--- config.mk ---
export PLATFORM = sky130hd
export DESIGN_NAME = text_stream_display_formatter
export DESIGN_NICKNAME = d
export VERILOG_FILES = /design/src/hw/rtl/tsdf_pkg.sv /design/src/hw/rtl/text_stream_display_formatter.sv /design/src/hw/rtl/tsdf_format.sv /design/src/hw/rtl/tsdf_burst.sv
export SDC_FILE = /design/constraint.sdc
export NUM_CORES = 1
export LEC_CHECK = 0
export BUFFER_PORTS_ARGS = -buffer_cell sky130_fd_sc_hd__buf_4
export CAP_MARGIN = 20
export CORE_ASPECT_RATIO = 1.1
export CORE_MARGIN = 2
export CORE_UTILIZATION = 35
export CTS_CLUSTER_DIAMETER = 200
export CTS_CLUSTER_SIZE = 40
export DETAILED_ROUTE_END_ITERATION = 6
export GPL_ROUTABILITY_DRIVEN = 0
export SLEW_MARGIN = 20
export SYNTH_ARGS = -nofsm -noshare
export SYNTH_HDL_FRONTEND = slang
export SYNTH_SLANG_ARGS = --single-unit
--- constraint.sdc ---
create_clock -name i_clk -period 5.1 [get_ports i_clk]
set_clock_uncertainty 0.05 [all_clocks]
set_input_delay 1.02 -clock i_clk [delete_from_list [all_inputs] [get_ports i_clk]]
set_output_delay 1.02 -clock i_clk [all_outputs]
set_load 0.01 [all_outputs]
--- src/hw/rtl/tsdf_pkg.sv ---
// Package for the text stream display formatter.
// Holds the format mode type, the command codes and the character constants.
// Used by every module of the block; depends on nothing.
package tsdf_pkg;

    localparam int DEF_NUMBER_DIGITS = 6;

    typedef enum logic [2:0] {
        MODE_PLAIN        = 3'd0,
        MODE_NUM_NONBLANK = 3'd1,
        MODE_ENDS_CARET   = 3'd2,
        MODE_NUM_ALL      = 3'd3,
        MODE_SQUEEZE      = 3'd4,
        MODE_TABS_CARET   = 3'd5,
        MODE_ENDS         = 3'd6,
        MODE_TABS         = 3'd7
    } t_mode;

    typedef logic [7:0] t_byte;

    localparam logic CMD_DATA = 1'b0;
    localparam logic CMD_EOF  = 1'b1;

    localparam t_byte CH_TAB    = 8'h09;
    localparam t_byte CH_NL     = 8'h0A;
    localparam t_byte CH_SPACE  = 8'h20;
    localparam t_byte CH_DOLLAR = 8'h24;
    localparam t_byte CH_ZERO   = 8'h30;
    localparam t_byte CH_QMARK  = 8'h3F;
    localparam t_byte CH_AT     = 8'h40;
    localparam t_byte CH_I      = 8'h49;
    localparam t_byte CH_CARET  = 8'h5E;
    localparam t_byte CH_DEL    = 8'h7F;

endpackage

--- src/hw/rtl/text_stream_display_formatter.sv ---
// Text stream display formatter, top level: input register, mode register,
// formatting stage and result register. Depends on tsdf_pkg, tsdf_format, tsdf_burst.
//
// Usage: each input transfer on i_in_valid/o_in_ready carries one text byte or,
// with i_command high, an end-of-file marker. Formatted bytes leave one per
// transfer on o_out_valid/i_out_ready; o_last_of_run marks the final byte
// caused by an input. The format mode is written through i_cfg_wr_en and
// i_cfg_wr_data; the user must write it only while the block is idle (the block
// itself does not enforce this), and it applies from the next byte. An accepted
// item waits in the input register until the result register is free, is then
// formatted into the result register, and its first byte is offered from there.
// Throughput: one item per cycle while each item yields one byte and the
// receiver is ready; an item yielding N bytes (at most NUMBER_DIGITS+2) holds
// the result register for N transfers, and the shift-out of that burst sets the
// rate. An item that yields no byte leaves the result register free for the next.
// When the receiver stalls, the result register holds its bytes, the input
// register fills and o_in_ready falls until room frees up. Reset selects plain
// mode, sets the line number to one, clears the line state and empties both registers.
module text_stream_display_formatter
    import tsdf_pkg::*;
#(
    parameter int NUMBER_DIGITS = DEF_NUMBER_DIGITS
) (
    input  logic       i_clk,
    input  logic       i_rst_n,
    input  logic       i_cfg_wr_en,
    input  logic [2:0] i_cfg_wr_data,
    input  logic       i_in_valid,
    output logic       o_in_ready,
    input  logic       i_command,
    input  logic [7:0] i_data_byte,
    output logic       o_out_valid,
    input  logic       i_out_ready,
    output logic [7:0] o_out_byte,
    output logic       o_last_of_run
);

    localparam int CW = $clog2(NUMBER_DIGITS + 3);

    t_mode         r_mode;
    logic          r_in_valid;
    logic          r_command;
    t_byte         r_data_byte;
    logic          step;
    logic          burst_free;
    t_byte         fmt_bytes [NUMBER_DIGITS + 2];
    logic [CW-1:0] fmt_count;

    assign step       = r_in_valid && burst_free;
    assign o_in_ready = !r_in_valid || step;

    always_ff @(posedge i_clk) begin
        if (!i_rst_n) begin
            r_mode     <= MODE_PLAIN;
            r_in_valid <= 1'b0;
        end else begin
            if (i_cfg_wr_en) begin
                r_mode <= t_mode'(i_cfg_wr_data);
            end
            if (o_in_ready) begin
                r_in_valid <= i_in_valid;
            end
        end
    end

    always_ff @(posedge i_clk) begin
        if (i_in_valid && o_in_ready) begin
            r_command   <= i_command;
            r_data_byte <= i_data_byte;
        end
    end

    tsdf_format #(
        .NUMBER_DIGITS (NUMBER_DIGITS),
        .CW            (CW)
    ) u_format (
        .i_clk       (i_clk),
        .i_rst_n     (i_rst_n),
        .i_step      (step),
        .i_mode      (r_mode),
        .i_command   (r_command),
        .i_data_byte (r_data_byte),
        .o_bytes     (fmt_bytes),
        .o_count     (fmt_count)
    );

    tsdf_burst #(
        .NUMBER_DIGITS (NUMBER_DIGITS),
        .CW            (CW)
    ) u_burst (
        .i_clk         (i_clk),
        .i_rst_n       (i_rst_n),
        .i_load        (step),
        .i_bytes       (fmt_bytes),
        .i_count       (fmt_count),
        .o_free        (burst_free),
        .o_out_valid   (o_out_valid),
        .i_out_ready   (i_out_ready),
        .o_out_byte    (o_out_byte),
        .o_last_of_run (o_last_of_run)
    );

endmodule

--- src/hw/rtl/tsdf_format.sv ---
// Formatting stage: holds the line state and turns one registered item into a
// burst of output bytes with its length.
// Depends on tsdf_pkg.
module tsdf_format
    import tsdf_pkg::*;
#(
    parameter int NUMBER_DIGITS = DEF_NUMBER_DIGITS,
    parameter int CW            = $clog2(NUMBER_DIGITS + 3)
) (
    input  logic            i_clk,
    input  logic            i_rst_n,
    input  logic            i_step,
    input  t_mode           i_mode,
    input  logic            i_command,
    input  t_byte           i_data_byte,
    output t_byte           o_bytes [NUMBER_DIGITS + 2],
    output logic [CW-1:0]   o_count
);

    localparam int NW = 4 * NUMBER_DIGITS;
    localparam logic [NW-1:0] LINE_ONE = NW'(1);

    logic [NW-1:0] r_line;
    logic          r_at_start;
    logic          r_prev_blank;
    logic          r_seen;

    logic [NW-1:0] n_line;
    logic          n_at_start;
    logic          n_prev_blank;
    logic          n_seen;

    logic [NW-1:0] line_inc;
    t_byte         num_chars [NUMBER_DIGITS];
    logic          is_ctl;
    logic          is_nl;
    logic          is_tab;
    logic          prefix;
    t_byte         caret_char;

    // Decimal text of the line number, most significant digit first.
    always_comb begin
        logic any_nz;
        any_nz = 1'b0;
        for (int i = NUMBER_DIGITS - 1; i >= 0; i--) begin
            any_nz = any_nz | (r_line[4*i +: 4] != 4'd0);
            if (!any_nz && i != 0) begin
                num_chars[NUMBER_DIGITS - 1 - i] = CH_SPACE;
            end else begin
                num_chars[NUMBER_DIGITS - 1 - i] = CH_ZERO + {4'd0, r_line[4*i +: 4]};
            end
        end
    end

    // Saturating BCD increment.
    always_comb begin
        logic carry;
        logic nines;
        carry    = 1'b1;
        nines    = 1'b1;
        line_inc = r_line;
        for (int i = 0; i < NUMBER_DIGITS; i++) begin
            nines = nines & (r_line[4*i +: 4] == 4'd9);
            if (carry) begin
                if (r_line[4*i +: 4] == 4'd9) begin
                    line_inc[4*i +: 4] = 4'd0;
                end else begin
                    line_inc[4*i +: 4] = r_line[4*i +: 4] + 4'd1;
                    carry              = 1'b0;
                end
            end
        end
        if (nines) begin
            line_inc = r_line;
        end
    end

    assign is_nl      = (i_data_byte == CH_NL);
    assign is_tab     = (i_data_byte == CH_TAB);
    assign is_ctl     = (i_data_byte < CH_SPACE) || (i_data_byte == CH_DEL);
    assign caret_char = (i_data_byte == CH_DEL) ? CH_QMARK : (CH_AT + i_data_byte);

    always_comb begin
        for (int k = 0; k < NUMBER_DIGITS + 2; k++) begin
            o_bytes[k] = i_data_byte;
        end
        o_count = CW'(1);
        prefix  = 1'b0;
        if (i_command == CMD_EOF) begin
            o_count = '0;
            if (i_mode == MODE_NUM_ALL && !r_seen) begin
                for (int k = 0; k < NUMBER_DIGITS; k++) begin
                    o_bytes[k] = num_chars[k];
                end
                o_bytes[NUMBER_DIGITS] = CH_TAB;
                o_count = CW'(NUMBER_DIGITS + 1);
            end
        end else begin
            case (i_mode)
                MODE_NUM_NONBLANK: begin
                    prefix = r_at_start && !is_nl;
                end
                MODE_NUM_ALL: begin
                    prefix = r_at_start;
                end
                MODE_ENDS_CARET: begin
                    if (is_nl) begin
                        o_bytes[0] = CH_DOLLAR;
                        o_bytes[1] = CH_NL;
                        o_count    = CW'(2);
                    end else if (is_ctl && !is_tab) begin
                        o_bytes[0] = CH_CARET;
                        o_bytes[1] = caret_char;
                        o_count    = CW'(2);
                    end
                end
                MODE_SQUEEZE: begin
                    if (is_nl && r_at_start && r_prev_blank) begin
                        o_count = '0;
                    end
                end
                MODE_TABS_CARET: begin
                    if (is_tab) begin
                        o_bytes[0] = CH_CARET;
                        o_bytes[1] = CH_I;
                        o_count    = CW'(2);
                    end else if (is_ctl && !is_nl) begin
                        o_bytes[0] = CH_CARET;
                        o_bytes[1] = caret_char;
                        o_count    = CW'(2);
                    end
                end
                MODE_ENDS: begin
                    if (is_nl) begin
                        o_bytes[0] = CH_DOLLAR;
                        o_bytes[1] = CH_NL;
                        o_count    = CW'(2);
                    end
                end
                MODE_TABS: begin
                    if (is_tab) begin
                        o_bytes[0] = CH_CARET;
                        o_bytes[1] = CH_I;
                        o_count    = CW'(2);
                    end
                end
                default: begin
                    o_count = CW'(1);
                end
            endcase
            if (prefix) begin
                for (int k = 0; k < NUMBER_DIGITS; k++) begin
                    o_bytes[k] = num_chars[k];
                end
                o_bytes[NUMBER_DIGITS]     = CH_TAB;
                o_bytes[NUMBER_DIGITS + 1] = i_data_byte;
                o_count = CW'(NUMBER_DIGITS + 2);
            end
        end
    end

    always_comb begin
        n_line       = r_line;
        n_at_start   = r_at_start;
        n_prev_blank = r_prev_blank;
        n_seen       = r_seen;
        if (i_step) begin
            if (i_command == CMD_EOF) begin
                n_line       = LINE_ONE;
                n_at_start   = 1'b1;
                n_prev_blank = 1'b0;
                n_seen       = 1'b0;
            end else begin
                n_line       = prefix ? line_inc : r_line;
                n_at_start   = is_nl;
                n_prev_blank = is_nl && r_at_start;
                n_seen       = 1'b1;
            end
        end
    end

    always_ff @(posedge i_clk) begin
        if (!i_rst_n) begin
            r_line       <= LINE_ONE;
            r_at_start   <= 1'b1;
            r_prev_blank <= 1'b0;
            r_seen       <= 1'b0;
        end else begin
            r_line       <= n_line;
            r_at_start   <= n_at_start;
            r_prev_blank <= n_prev_blank;
            r_seen       <= n_seen;
        end
    end

endmodule

--- src/hw/rtl/tsdf_burst.sv ---
// Result register: holds one burst of formatted bytes and hands them out one
// transfer at a time through a shift line. Depends on tsdf_pkg.
module tsdf_burst
    import tsdf_pkg::*;
#(
    parameter int NUMBER_DIGITS = DEF_NUMBER_DIGITS,
    parameter int CW            = $clog2(NUMBER_DIGITS + 3)
) (
    input  logic            i_clk,
    input  logic            i_rst_n,
    input  logic            i_load,
    input  t_byte           i_bytes [NUMBER_DIGITS + 2],
    input  logic [CW-1:0]   i_count,
    output logic            o_free,
    output logic            o_out_valid,
    input  logic            i_out_ready,
    output t_byte           o_out_byte,
    output logic            o_last_of_run
);

    localparam int NB = NUMBER_DIGITS + 2;

    t_byte         r_bytes [NB];
    logic [CW-1:0] r_count;
    t_byte         n_bytes [NB];
    logic [CW-1:0] n_count;
    logic          take;

    assign o_out_valid   = (r_count != '0);
    assign o_last_of_run = (r_count == CW'(1));
    assign o_out_byte    = r_bytes[0];
    assign take          = o_out_valid && i_out_ready;
    assign o_free        = !o_out_valid || (o_last_of_run && i_out_ready);

    always_comb begin
        n_bytes = r_bytes;
        n_count = r_count;
        if (i_load) begin
            n_bytes = i_bytes;
            n_count = i_count;
        end else if (take) begin
            for (int k = 0; k < NB - 1; k++) begin
                n_bytes[k] = r_bytes[k + 1];
            end
            n_count = r_count - CW'(1);
        end
    end

    always_ff @(posedge i_clk) begin
        if (!i_rst_n) begin
            r_count <= '0;
        end else begin
            r_count <= n_count;
        end
    end

    always_ff @(posedge i_clk) begin
        r_bytes <= n_bytes;
    end

endmodule

---- After elaboration in Yosys (flattened, before gate mapping) ----
Index checks and enable logic that the tools add are counted.
word-level totals
  logic and storage cells ................. 162
  bits of input ports ..................... 17
  output and inout port bits .............. 11
  register bits after elaboration ......... 108
cells by class
  order comparisons ....................... 1
  reductions and logical operators ........ 37
  mux-type cells .......................... 61
  $add $sub $neg .......................... 14
  bitwise operators ....................... 9
  eq/ne operators ......................... 18
operator list
  cell                                                 count
  2-to-1 mux 56 bit                                    4
  2-to-1 mux 16 bit                                    6
  2-to-1 mux 24 bit                                    3
  2-to-1 mux 4 bit                                     17
  2-to-1 mux 64 bit                                    1
  case mux 16 bit (4 select lines)                     1
  adder 6 x 4 -> 7 bit (first input constant)          6
  2-to-1 mux 7 bit                                     5
  adder 4 x 1 -> 4 bit (second input constant)         6
  == test 4 bit (second input constant)                6
  nonzero test 4 bit                                   6
  case mux 4 bit (5 select lines)                      1
  AND reduction 4 bit                                  5
  == test 8 x 4 -> 1 bit (second input constant)       2
  2-to-1 mux 8 bit                                     2
  2-to-1 mux 1 bit                                     15
  nonzero test 2 bit                                   7
  == test 3 bit (second input constant)                4
  logical AND 1 bit                                    10
  adder 7 x 8 -> 8 bit (first input constant)          1
  == test 8 x 7 -> 1 bit (second input constant)       1
  < comparator 8 x 6 -> 1 bit (second input constant)  1
  2-to-1 mux 2 bit                                     4
  == test 3 x 2 -> 1 bit (second input constant)       2
  other kinds (11)                                     24

---- Logic depth before layout (Yosys ltp) ----
Gate-level depths: netlist of run 1.
  depth in word-level cells ............... 10
  mapped depth ............................ 10
  mapped depth without buffers ............ 8

---- By module ----
Synthesis of run 1 repeated with hierarchy kept, for this count alone.
unflattened totals
  cells, all modules ...................... 575
  area, all modules ....................... 6188.4 um^2
modules (own cells, without submodules)
  module                         seq. area each (um^2)  area each (um^2)  cells each  times used
  tsdf_burst                     2001.9                 2941.6            172         1
  tsdf_format                    540.5                  2810.2            379         1
  text_stream_display_formatter  350.3                  436.7             24          1

---- Worst setup path before layout of run 1 ----
No wires, ideal clock.
  path type ............................... input to register
  start ................................... input i_out_ready
  end ..................................... register u_burst.r_bytes (netlist bit u_burst.o_out_byte[0]) (enable)
  library setup time ...................... 0.410 ns
  path slack .............................. 2.225 ns
  stages on the path ...................... 3
  buffers on the path ..................... 1
  required time ........................... 4.640 ns
  arrival time ............................ 2.414 ns
  cell sequence ........................... mux2i_1 > clkbuf_1 > inv_1
between the ends
  longest elaborated chain between the ends .. 4
  elaborated cells on any way between the ends .. 5
  classes of those cells .................. reduce/logical: 5
RTL lines
  item                                   line                                 source
  start: declaration                     text_stream_display_formatter.sv:33  input logic i_out_ready,
  logical AND 1 bit                      tsdf_burst.sv:33                     assign o_free = !o_out_valid || (o_last_of_run && i_out_ready);
  logical OR 1 bit                       tsdf_burst.sv:33
  logical AND 1 bit                      text_stream_display_formatter.sv:49  assign step = r_in_valid && burst_free;
  nonzero test 2 bit (no source line) *  --
  end signal: assignment                 tsdf_burst.sv:58                     r_bytes <= n_bytes;
  end: declaration                       tsdf_burst.sv:23                     t_byte r_bytes [NB];
Mark *: on every way between the ends. The rest lies on a longest branch, timed or not.
A chain may end at the register's enable or synchronous reset.

==> results of run 1 <==
## worst min-delay path: stages (launching register included)
cell	delay (ps)
dfxtp_1	310
nor2_1	100
a211oi_1	50
## area by class of cell
| type | instances | share of cell area [%] |
|---|---|---|
| Sequential cell | 108 | 44.01 |
| Multi-Input combinational cell | 425 | 42.17 |
| Tap cell | 208 | 3.960 |
| Timing Repair Buffer | 33 | 3.731 |
| Clock buffer | 10 | 3.484 |
| Inverter | 29 | 1.694 |
| Clock inverter | 6 | 0.9518 |
## power groups by stage
stage	Sequential [W]	Combinational (W)	Clock, W
floorplan	0.00147	0.000801	0
detailed placement	0.00154	0.00103	0
global route	0.00156	0.00116	0.000771
finish	0.00153	0.00104	0.000717
CTS	0.00153	0.00104	0.000733
global placement	0.00154	0.00100	0
## cell usage after synthesis, types with 9 or more instances
master | count | share of area, %
edfxtp_1 | 73 | 37
nor2_1 | 60 | 3.8
nand2_1 | 51 | 3.2
a21oi_1 | 44 | 3.7
dfxtp_1 | 35 | 12
clkbuf_1 | 28 | 1.8
inv_1 | 27 | 1.7
nand3_1 | 27 | 2.3
o21ai_0 | 24 | 2.0
ha_1 | 22 | 4.6
a31oi_1 | 18 | 1.9
a21o_1 | 16 | 2.0
o31ai_1 | 15 | 1.9
nor3_1 | 9 | 0.75
or4_1 | 9 | 1.1
## sequential cells by signal, indices dropped and copies added, names as in the netlist
signal	flops
u_burst.r_bytes	56
u_burst.r_count	4
r_data_byte	8
u_format.r_line	24
r_mode	3
u_format.r_at_start	1
u_format.r_prev_blank	1
r_in_valid	1
u_format.r_seen	1
r_command	1
u_burst.o_out_byte	8
## through the flow
step / cell area, µm² / cells
2_1_floorplan: 5996 / 611
3_3_place_gp: 6262 / 802
3_5_place_dp: 6265 / 802
4_1_cts: 6556 / 818
5_1_grt: 6573 / 819
6_report: 6573 / 819
## per-layer routing
metal | vias to the layer above | track usage, %
li1 | 2274 | -
met1 | 2375 | 23.82
met2 | 167 | 27.01
met3 | 22 | 2.828
met4 | 0 | 7.208
met5 | - | 0
## cell families (layout without fill, tap and decap cells)
kind of cell    count (synthesis)  after routing
compound gates                183            183
mux                             7              7
fa+ha+maj                      22             22
xor+xnor                        1              1
buf+inv                        78             78
simple gates                  212            212
flops                         108            108
## worst max path at each step
stage                   startpoint               endpoint  slack [ps]  cells after the start
CTS                 r_data_byte[6]  u_burst.o_out_byte[7]        1990                      7
floorplan              i_out_ready  u_burst.o_out_byte[0]        2230                      3
global route        r_data_byte[6]  u_burst.o_out_byte[6]        1690                      7
global placement       i_out_ready  u_burst.o_out_byte[0]        1940                      9
detailed placement     i_out_ready     u_format.r_line[1]        1840                      8
finish              r_data_byte[6]  u_burst.o_out_byte[7]        1910                      7
==> out/metrics.yaml, run 1 <==
outcome:
  outcome: "finished clean"
critical_path:
  critical_path_class: "register to register"
  cp_slowest_stage_delay_ps: 630
  cp_slowest_cell: "nor4b_2"
  crit_path_cell_trace: "inv_1 > ha_1 > nor4b_2 > nand2_1 > and2_1 > or4_1 > a31oi_1"
  rr_endpoint: "u_burst.o_out_byte[7]"
  crit_fanout: 13
  cp.arrival_ps: 3350
  r2r-start: "r_data_byte[6]"
  timing.reg2reg.setup_slack_ps: 1910
  start_kind: "register"
  cp_top_family: "simple AND/OR/NAND/NOR gates"
  worstPathRequired_ps: 5250
  end_kind: "register"
  path_buf_inv: 1
  reg2reg_depth: 7
clock_tree:
  cts_root_buf: "clkbuf_16"
  cts_buffers: 9
  cts_hold_buf: 0
  cts_tree: "yes"
  post_cts_buffers: 0
  clkLatencyLatePin_ps: 360
  clkSlewWorstSetupHoldPaths_ps: 70
  cts.sinks: 108
  cts_buffer_depth: 2
  cts_resized: 0
  h-tree-depth: 3
route:
  dr.pass1.iters: 5
  drt-initial-drc-count: 465
  wl_met1_um: 7078
  vias: 4838
  route.detailed.drc: 0
  route.met2.wl_um: 7270
  ant_nets: 0
  routed_wl_um: 15430
  wl_met3_um: 780
  routedWlPerCell_um: 18.84
  highest_layer: "met4"
  via_per_inst: 5.907
timing:
  holdWs_ps: 455.9
  finalHoldViolCount: 0
  setup_viol: 0
  drv_slew: 0
  rsz0062_at_grt: "no"
  slew_headroom_pct: 29.96
  setup-tns-final_ps: 0
  finalCritPeriodShare_pct: 62.64
  fmax_mhz: 313.0
  finalCriticalPeriod_ps: 3195
  timing.final.ws_setup_ps: 1905
  tightestPinTransition_ps: 1021
power_and_ir_drop:
  switching_share_pct: 34.99
  power.density_mw_per_mm2: 499.9
  internal-power_w: 0.002136
  leakagePower_nw: 2.327
  ir_worst_vdd_uv: 176.2
  power_frac_seq_pct: 46.4
  comb_power_share_pct: 31.7
  power.switching_w: 0.001150
  design_power_total_w: 0.003285
  power.share.clock_pct: 21.8
layout:
  syn_to_final_growth_pct: 9.620
  nFillCells: 1666
  multi_input_area_mm2: 0.002771
  layout.nets: 645
  drive_above_1_share_pct: 11.78
  layout_commonest_cell: "edfxtp_1"
  layout_common_cells: "edfxtp_1, nor2_1, nand2_1, a21oi_1, dfxtp_1"
  num_antenna_cells: 0
  regArea_mm2: 0.002893
  fin_util_pct: 38.91
grt:
  grt_pass1_vias: 4752
  grt_max_degree: 71
  grt_pass1_wl_um: 24980
  antenna_found_initial: 0
  grt.total_usage_pct: 17.28
  gr-total-overflow: 0
synth:
  synth_ff_type: "edfxtp_1"
  avgSynthCellArea_um2: 9.813
  synth.ff_latch_count: 108
  ys_seq_area_share_pct: 48.25
  synthArstFlopShare_pct: 0
  synthCells: 611
  syn_nets: 650
  synth_compound_area_share_pct: 21.62
  synth_edf_count: 73
  yosys-mux-area-fraction_pct: 1.189
  yosysWarningCount: 0
  synthAdderAreaFrac_pct: 4.591
  synth_cell_types: 79
  syn_area_mm2: 0.005996
  synth-simple-area-share_pct: 18.28
  synth_top_family_by_area: "compound AO/OA/AOI/OAI gates"
  synthXorXnorAreaFrac_pct: 0.1461
die:
  dieWidth_um: 128.8
  coreArea_mm2: 0.01689
  die_area_mm2: 0.01819
  start_util_pct: 35.50
  num_rows: 50
  die_h_um: 141.3
  ioPinCount: 28
placed_design:
  dpl.hpwl_um: 10220
  dp_slack_ps: 1838
  io_buffer_count: 27
worst_hold_path:
  worstHoldEndpoint: "u_format.r_seen"
  min_path_cells: 2
  hold_path_class: "register to register"
  worstHoldStart: "u_format.r_seen"
flow_run:
  drv_cap: 0
Power figures use the tool's default switching activity.
==> run 2: changes to the inputs <==
==> constraint.sdc (replaced) <==
create_clock -name i_clk -period 3.29 [get_ports i_clk]
set_clock_uncertainty 0.05 [all_clocks]
set_input_delay 0.658 -clock i_clk [delete_from_list [all_inputs] [get_ports i_clk]]
set_output_delay 0.658 -clock i_clk [all_outputs]
set_load 0.01 [all_outputs]
==> run 2 against run 1 <==
Setup slack lost 1600 ps. Non-clock buffer count grew 18. Worst hold slack lost 30 ps. Critical path type unchanged. Critical endpoint is now u_burst.r_bytes[26]. Largest power group unchanged.
==> out/metrics.yaml, run 2 (synthesized netlist as in run 1, its figures left out) <==
power_and_ir_drop:
  ir_worst_vdd_uv: 337.3  # was 176.2 µV
  leakagePower_nw: 2.427  # was 2.327 nW
  power.density_mw_per_mm2: 764.2  # was 499.9 mW/mm²
grt:
  grt_max_degree: 54  # was 71
  grt_pass1_vias: 4640  # was 4,752
  antenna_found_initial: 0  # unchanged
  grt.total_usage_pct: 16.91  # was 17.28%
  gr-total-overflow: 0  # unchanged
  grt_pass1_wl_um: 24450  # was 24,980 µm
layout:
  layout_commonest_cell: "edfxtp_1"  # unchanged
  fin_util_pct: 39.78  # was 38.91%
  reg_top3: "u_burst.r_bytes (56), u_format.r_line (24)"  # unchanged
  largest_reg_flops: 56  # unchanged
  layout_common_cells: "edfxtp_1, nor2_1, nand2_1, buf_4, a21oi_1"  # was edfxtp_1, nor2_1, nand2_1, a21oi_1, dfxtp_1
  syn_to_final_growth_pct: 12.06  # was 9.620%
  drive_above_1_share_pct: 14.31  # was 11.78%
  num_antenna_cells: 0  # unchanged
  regMostFlops: "u_burst.r_bytes"  # unchanged
  layout.nets: 663  # was 645
critical_path:
  end_kind: "register"  # unchanged
  cp.arrival_ps: 3130  # was 3350 ps
  crit_fanout: 17  # was 13
  worstPathRequired_ps: 3430  # was 5250 ps
  critical_path_class: "register to register"  # unchanged
  start_kind: "register"  # unchanged
flow_run:
  drv_cap: 0  # unchanged
clock_tree:
  cts_resized: 0  # unchanged
  cts_buffer_depth: 2  # unchanged
  h-tree-depth: 3  # unchanged
  cts_hold_buf: 0  # unchanged
  cts.sinks: 108  # unchanged
  cts_buffers: 9  # unchanged
  clkSlewWorstSetupHoldPaths_ps: 80  # was 70 ps
  cts_root_buf: "clkbuf_16"  # unchanged
  post_cts_buffers: 0  # unchanged
  clkLatencyLatePin_ps: 360  # about the same
  cts_tree: "yes"  # unchanged
timing:
  tightestPinTransition_ps: 617.6  # was 1021 ps
  finalCritPeriodShare_pct: 90.72  # was 62.64%
  setup-tns-final_ps: 0  # unchanged
  fmax_mhz: 335.1  # was 313.0 MHz
  finalCriticalPeriod_ps: 2985  # was 3195 ps
  drv_slew: 0  # unchanged
  rsz0062_at_grt: "no"  # unchanged
  holdWs_ps: 425.7  # was 455.9 ps
  slew_headroom_pct: 58.83  # was 29.96%
  finalHoldViolCount: 0  # unchanged
  setup_viol: 0  # unchanged
outcome:
  outcome: "finished clean"  # unchanged
worst_hold_path:
  hold_path_class: "primary input to register"  # was register to register
route:
  dr.pass1.iters: 4  # was 5
  routed_wl_um: 15050  # was 15,430 µm
  via_per_inst: 5.811  # was 5.907
  drt-initial-drc-count: 441  # was 465
  routedWlPerCell_um: 17.98  # was 18.84 µm
  route.detailed.drc: 0  # unchanged
  vias: 4864  # was 4,838
  ant_nets: 0  # unchanged
die:
  die_h_um: 141.3  # unchanged
  die_area_mm2: 0.01819  # unchanged
  coreArea_mm2: 0.01689  # unchanged
  start_util_pct: 35.50  # unchanged
  dieWidth_um: 128.8  # unchanged
  ioPinCount: 28  # unchanged
  num_rows: 50  # unchanged
placed_design:
  dpl.hpwl_um: 10660  # was 10,220 µm
  io_buffer_count: 27  # unchanged
-- run 2: changes by cell type in the layout (fill, tap and decap cells not counted) --
| cell | change |
|---|---|
| a21oi_1 | +1 |
| a21oi_2 | -1 |
| buf_12 | +1 |
| buf_4 | +18 |
| clkbuf_1 | -1 |
| clkbuf_2 | -1 |
| clkinv_2 | -1 |
| clkinv_4 | +3 |
| clkinvlp_4 | -1 |
| inv_2 | +1 |
| inv_4 | -1 |
| o21ai_2 | +1 |
| o21ai_4 | -1 |
-- run 2: path summary, 6_finish.rpt --
| kind | startpoint | to | slack [ps] | depth (start not counted) |
|---|---|---|---|---|
| setup / recovery | r_data_byte[7] | u_burst.r_bytes[26] | 310 | 7 |
| hold / removal | i_data_byte[1] | r_data_byte[1] | 430 | 1 |
| setup reg to reg | r_data_byte[7] | u_burst.r_bytes[26] | 310 | 7 |
| hold reg to reg | u_format.r_seen | u_format.r_seen | 450 | 2 |
-- run 2: layout make-up --
class	instances	area, µm²
fill	1642	10170
sequential	108	2893
multi-input combinational	425	2760
timing repair buffer	51	395.4
tap	208	260.3
clock buffer	9	225.2
inverter	29	108.9
clock inverter	7	76.32
-- run 2: routing by layer --
| metal | track usage, % | vias up | routed length, µm |
|---|---|---|---|
| met4 | 4.920 | 0 | 199 |
| met2 | 26.98 | 133 | 7036 |
| met5 | 0 | - | 0 |
| met3 | 2.640 | 18 | 648 |
| met1 | 23.81 | 2398 | 7163 |
| li1 | - | 2315 | - |
-- run 2: where the power goes --
group / total (W) / switching (W) / internal (W)
clock: 0.00112 / 0.000522 / 0.000595
combinational: 0.00168 / 0.00103 / 0.000644
sequential: 0.00234 / 0.000209 / 0.00213
total: 0.00513 / 0.00176 / 0.00337
-- run 2: worst max-delay path, cell delays in order (launching register included) --
cell	delay (ps)
edfxtp_1	450
inv_1	160
ha_1	210
or4b_4	520
o311ai_4	380
a21o_1	550
nand2_1	260
a31oi_1	240
-- run 2: per-stage QoR --
step / std cells / worst slack (ps) / instance area [µm²] / power [W]
floorplan: 611 / 517.1 / 5996 / 0.003526
global placement: 821 / 454.5 / 6417 / 0.003983
detailed placement: 821 / 372.5 / 6417 / 0.004045
CTS: 837 / 345.9 / 6719 / 0.005152
global route: 837 / 54.67 / 6719 / 0.005437
finish: 837 / 305.4 / 6719 / 0.005134
==> run 3: changes to the inputs <==
--- a/config.mk
+++ b/config.mk
@@ -14,7 +14,8 @@
 export CTS_CLUSTER_SIZE = 40
 export DETAILED_ROUTE_END_ITERATION = 6
 export GPL_ROUTABILITY_DRIVEN = 0
-export SLEW_MARGIN = 20
+export PLACE_DENSITY_LB_ADDON = 0.05
+export SLEW_MARGIN = 25
 export SYNTH_ARGS = -nofsm -noshare
 export SYNTH_HDL_FRONTEND = slang
 export SYNTH_SLANG_ARGS = --single-unit
==> constraint.sdc (replaced) <==
create_clock -name i_clk -period 3.29 [get_ports i_clk]
set_clock_uncertainty 0.05 [all_clocks]
set_input_delay 0.329 -clock i_clk [delete_from_list [all_inputs] [get_ports i_clk]]
set_output_delay 0.329 -clock i_clk [all_outputs]
set_load 0.01 [all_outputs]
==> run 3 against run 2 <==
Count of clock-buffer cells in the layout unchanged. Core utilization about the same. Total power up 1.2%. First-iteration DRC count down 25%. Design area about the same. Critical path type unchanged. Critical endpoint is now u_burst.o_out_byte[3].
==> out/metrics.yaml, run 3 (synthesized netlist as in run 1, its figures left out) <==
outcome:
  outcome: "finished clean"  # unchanged
critical_path:
  timing.reg2reg.setup_slack_ps: 420  # was 310 ps
  critical_path_class: "register to register"  # unchanged
  cp_slowest_stage_delay_ps: 530  # was 550 ps
  crit_path_cell_trace: "inv_1 > ha_1 > or4b_4 > o311ai_4 > a21oi_2 > buf_4 > a221oi_1 > a21oi_1"  # was inv_1 > ha_1 > or4b_4 > o311ai_4 > a21o_1 > nand2_1 > a31oi_1
  start_kind: "register"  # unchanged
  crit_fanout: 22  # was 17
  end_kind: "register"  # unchanged
  cp.arrival_ps: 2930  # was 3130 ps
  worstPathRequired_ps: 3350  # was 3430 ps
  cp_slowest_cell: "or4b_4"  # was a21o_1
route:
  route.met2.wl_um: 7120  # was 7036 µm
  routedWlPerCell_um: 19.80  # was 17.98 µm
  routed_wl_um: 16560  # was 15,050 µm
  route.detailed.drc: 0  # unchanged
  vias: 4791  # was 4,864
  wl_met1_um: 8488  # was 7163 µm
  highest_layer: "met4"  # unchanged
  drt-initial-drc-count: 332  # was 441
  ant_nets: 0  # unchanged
  wl_met3_um: 684  # was 648 µm
  dr.pass1.iters: 5  # was 4
  via_per_inst: 5.731  # was 5.811
layout:
  regMostFlops: "u_burst.r_bytes"  # unchanged
  num_antenna_cells: 0  # unchanged
  instances_no_fill: 836  # was 837
  fin_util_pct: 39.79  # was 39.78%
  largest_reg_flops: 56  # unchanged
  postLayoutCellArea_mm2: 0.006721  # was 0.006719 mm²
  syn_to_final_growth_pct: 12.10  # was 12.06%
  reg_top3: "u_burst.r_bytes (56), u_format.r_line (24)"  # unchanged
  layout_commonest_cell: "edfxtp_1"  # unchanged
  layout.nets: 662  # was 663
  drive_above_1_share_pct: 14.49  # was 14.31%
  layout_common_cells: "edfxtp_1, nor2_1, nand2_1, buf_4, a21oi_1"  # unchanged
timing:
  setup_viol: 0  # unchanged
  finalHoldViolCount: 0  # unchanged
  finalCritPeriodShare_pct: 87.31  # was 90.72%
  finalCriticalPeriod_ps: 2873  # was 2985 ps
  slew_headroom_pct: 55.96  # was 58.83%
  drv_slew: 0  # unchanged
  fmax_mhz: 348.1  # was 335.1 MHz
  tightestPinTransition_ps: 660.6  # was 617.6 ps
  timing.final.ws_setup_ps: 417.4  # was 305.4 ps
  rsz0062_at_grt: "no"  # unchanged
  setup-tns-final_ps: 0  # unchanged
placed_design:
  io_buffer_count: 27  # unchanged
  dpl_cell_area_mm2: 0.006414  # was 0.006417 mm²
  dpl.hpwl_um: 11810  # was 10,660 µm
  dp_slack_ps: 439.6  # was 372.5 ps
  place_inst: 820  # was 821
worst_hold_path:
  hold_path_class: "primary input to register"  # unchanged
power_and_ir_drop:
  power.share.clock_pct: 22.2  # was 21.8%
  power.density_mw_per_mm2: 773.1  # was 764.2 mW/mm²
  switching_share_pct: 35.04  # was 34.36%
  power_frac_seq_pct: 45.0  # was 45.6%
  internal-power_w: 0.003375  # was 0.003370 W
  power.switching_w: 0.001821  # was 0.001764 W
  ir_worst_vdd_uv: 451.0  # was 337.3 µV
  leakagePower_nw: 2.422  # was 2.427 nW
  comb_power_share_pct: 32.8  # was 32.7%
grt:
  antenna_found_initial: 0  # unchanged
  grt_pass1_wl_um: 26670  # was 24,450 µm
  gr-total-overflow: 0  # unchanged
  grt_pass1_vias: 4637  # was 4,640
  grt.total_usage_pct: 19.02  # was 16.91%
  grt_max_degree: 57  # was 54
clock_tree:
  post_cts_buffers: 0  # unchanged
  cts.sinks: 108  # unchanged
  cts_resized: 0  # unchanged
  cts_root_buf: "clkbuf_16"  # unchanged
  cts_hold_buf: 0  # unchanged
  h-tree-depth: 3  # unchanged
  clkLatencyLatePin_ps: 370  # was 360 ps
  clkSlewWorstSetupHoldPaths_ps: 80  # about the same
  cts_buffers: 9  # unchanged
  cts_tree: "yes"  # unchanged
  cts_buffer_depth: 2  # unchanged
die:
  dieWidth_um: 128.8  # unchanged
  die_area_mm2: 0.01819  # unchanged
  coreArea_mm2: 0.01689  # unchanged
  num_rows: 50  # unchanged
  start_util_pct: 35.50  # unchanged
  ioPinCount: 28  # unchanged
  die_h_um: 141.3  # unchanged
flow_run:
  drv_cap: 0  # unchanged
==> run 3: cell types whose count changed in the layout (fill, tap and decap cells not counted), sizes merged <==
cell / delta
buf: -1
clkinv: -2
clkinvlp: +1
inv: +1
==> run 3: worst paths after layout <==
check / start / endpoint / cells after the start
max: r_data_byte[7] / u_burst.o_out_byte[3] / 8
min reg2reg: u_format.r_prev_blank / u_format.r_prev_blank / 2
max reg2reg: r_data_byte[7] / u_burst.o_out_byte[3] / 8
min: i_data_byte[2] / r_data_byte[2] / 1
==> run 3: layer usage <==
layer  track usage, %  vias to the layer above
met5                0                        -
li1                 -                     2307
met4            5.549                        0
met3            2.941                       20
met2            28.24                      117
met1            28.56                     2347
==> run 3: cell type report <==
| class | count | area, µm² |
|---|---|---|
| sequential | 108 | 2893 |
| inverter | 29 | 108.9 |
| clock buffer | 9 | 225.2 |
| clock inverter | 7 | 82.58 |
| fill | 1688 | 10170 |
| multi-input combinational | 425 | 2764 |
| timing repair buffer | 50 | 387.9 |
| tap | 208 | 260.3 |
==> run 3: worst max-delay path, delay by kind of cell, from the launching register on <==
family / cells / cell delay, ps
flops: 1 / 460
fa+ha+maj: 1 / 210
compound gates: 4 / 950
simple gates: 1 / 530
buf+inv: 2 / 420
==> run 3: through the flow <==
step	hold WS (ps)	power (W)
after floorplan	370.6	0.003526
after global placement	425.3	0.004074
after detailed placement	428.3	0.004096
after CTS	76.38	0.005250
after global routing	74.82	0.005546
final	82.23	0.005196
==> run 3: power by group through the flow <==
| stage | Combinational [W] | Clock [W] | Sequential, W |
|---|---|---|---|
| 6_report | 0.00171 | 0.00115 | 0.00234 |
| 2_1_floorplan | 0.00124 | 0 | 0.00228 |
| 3_3_place_gp | 0.00171 | 0 | 0.00236 |
| 4_1_cts | 0.00173 | 0.00118 | 0.00235 |
| 5_1_grt | 0.00192 | 0.00123 | 0.00239 |
| 3_5_place_dp | 0.00173 | 0 | 0.00237 |
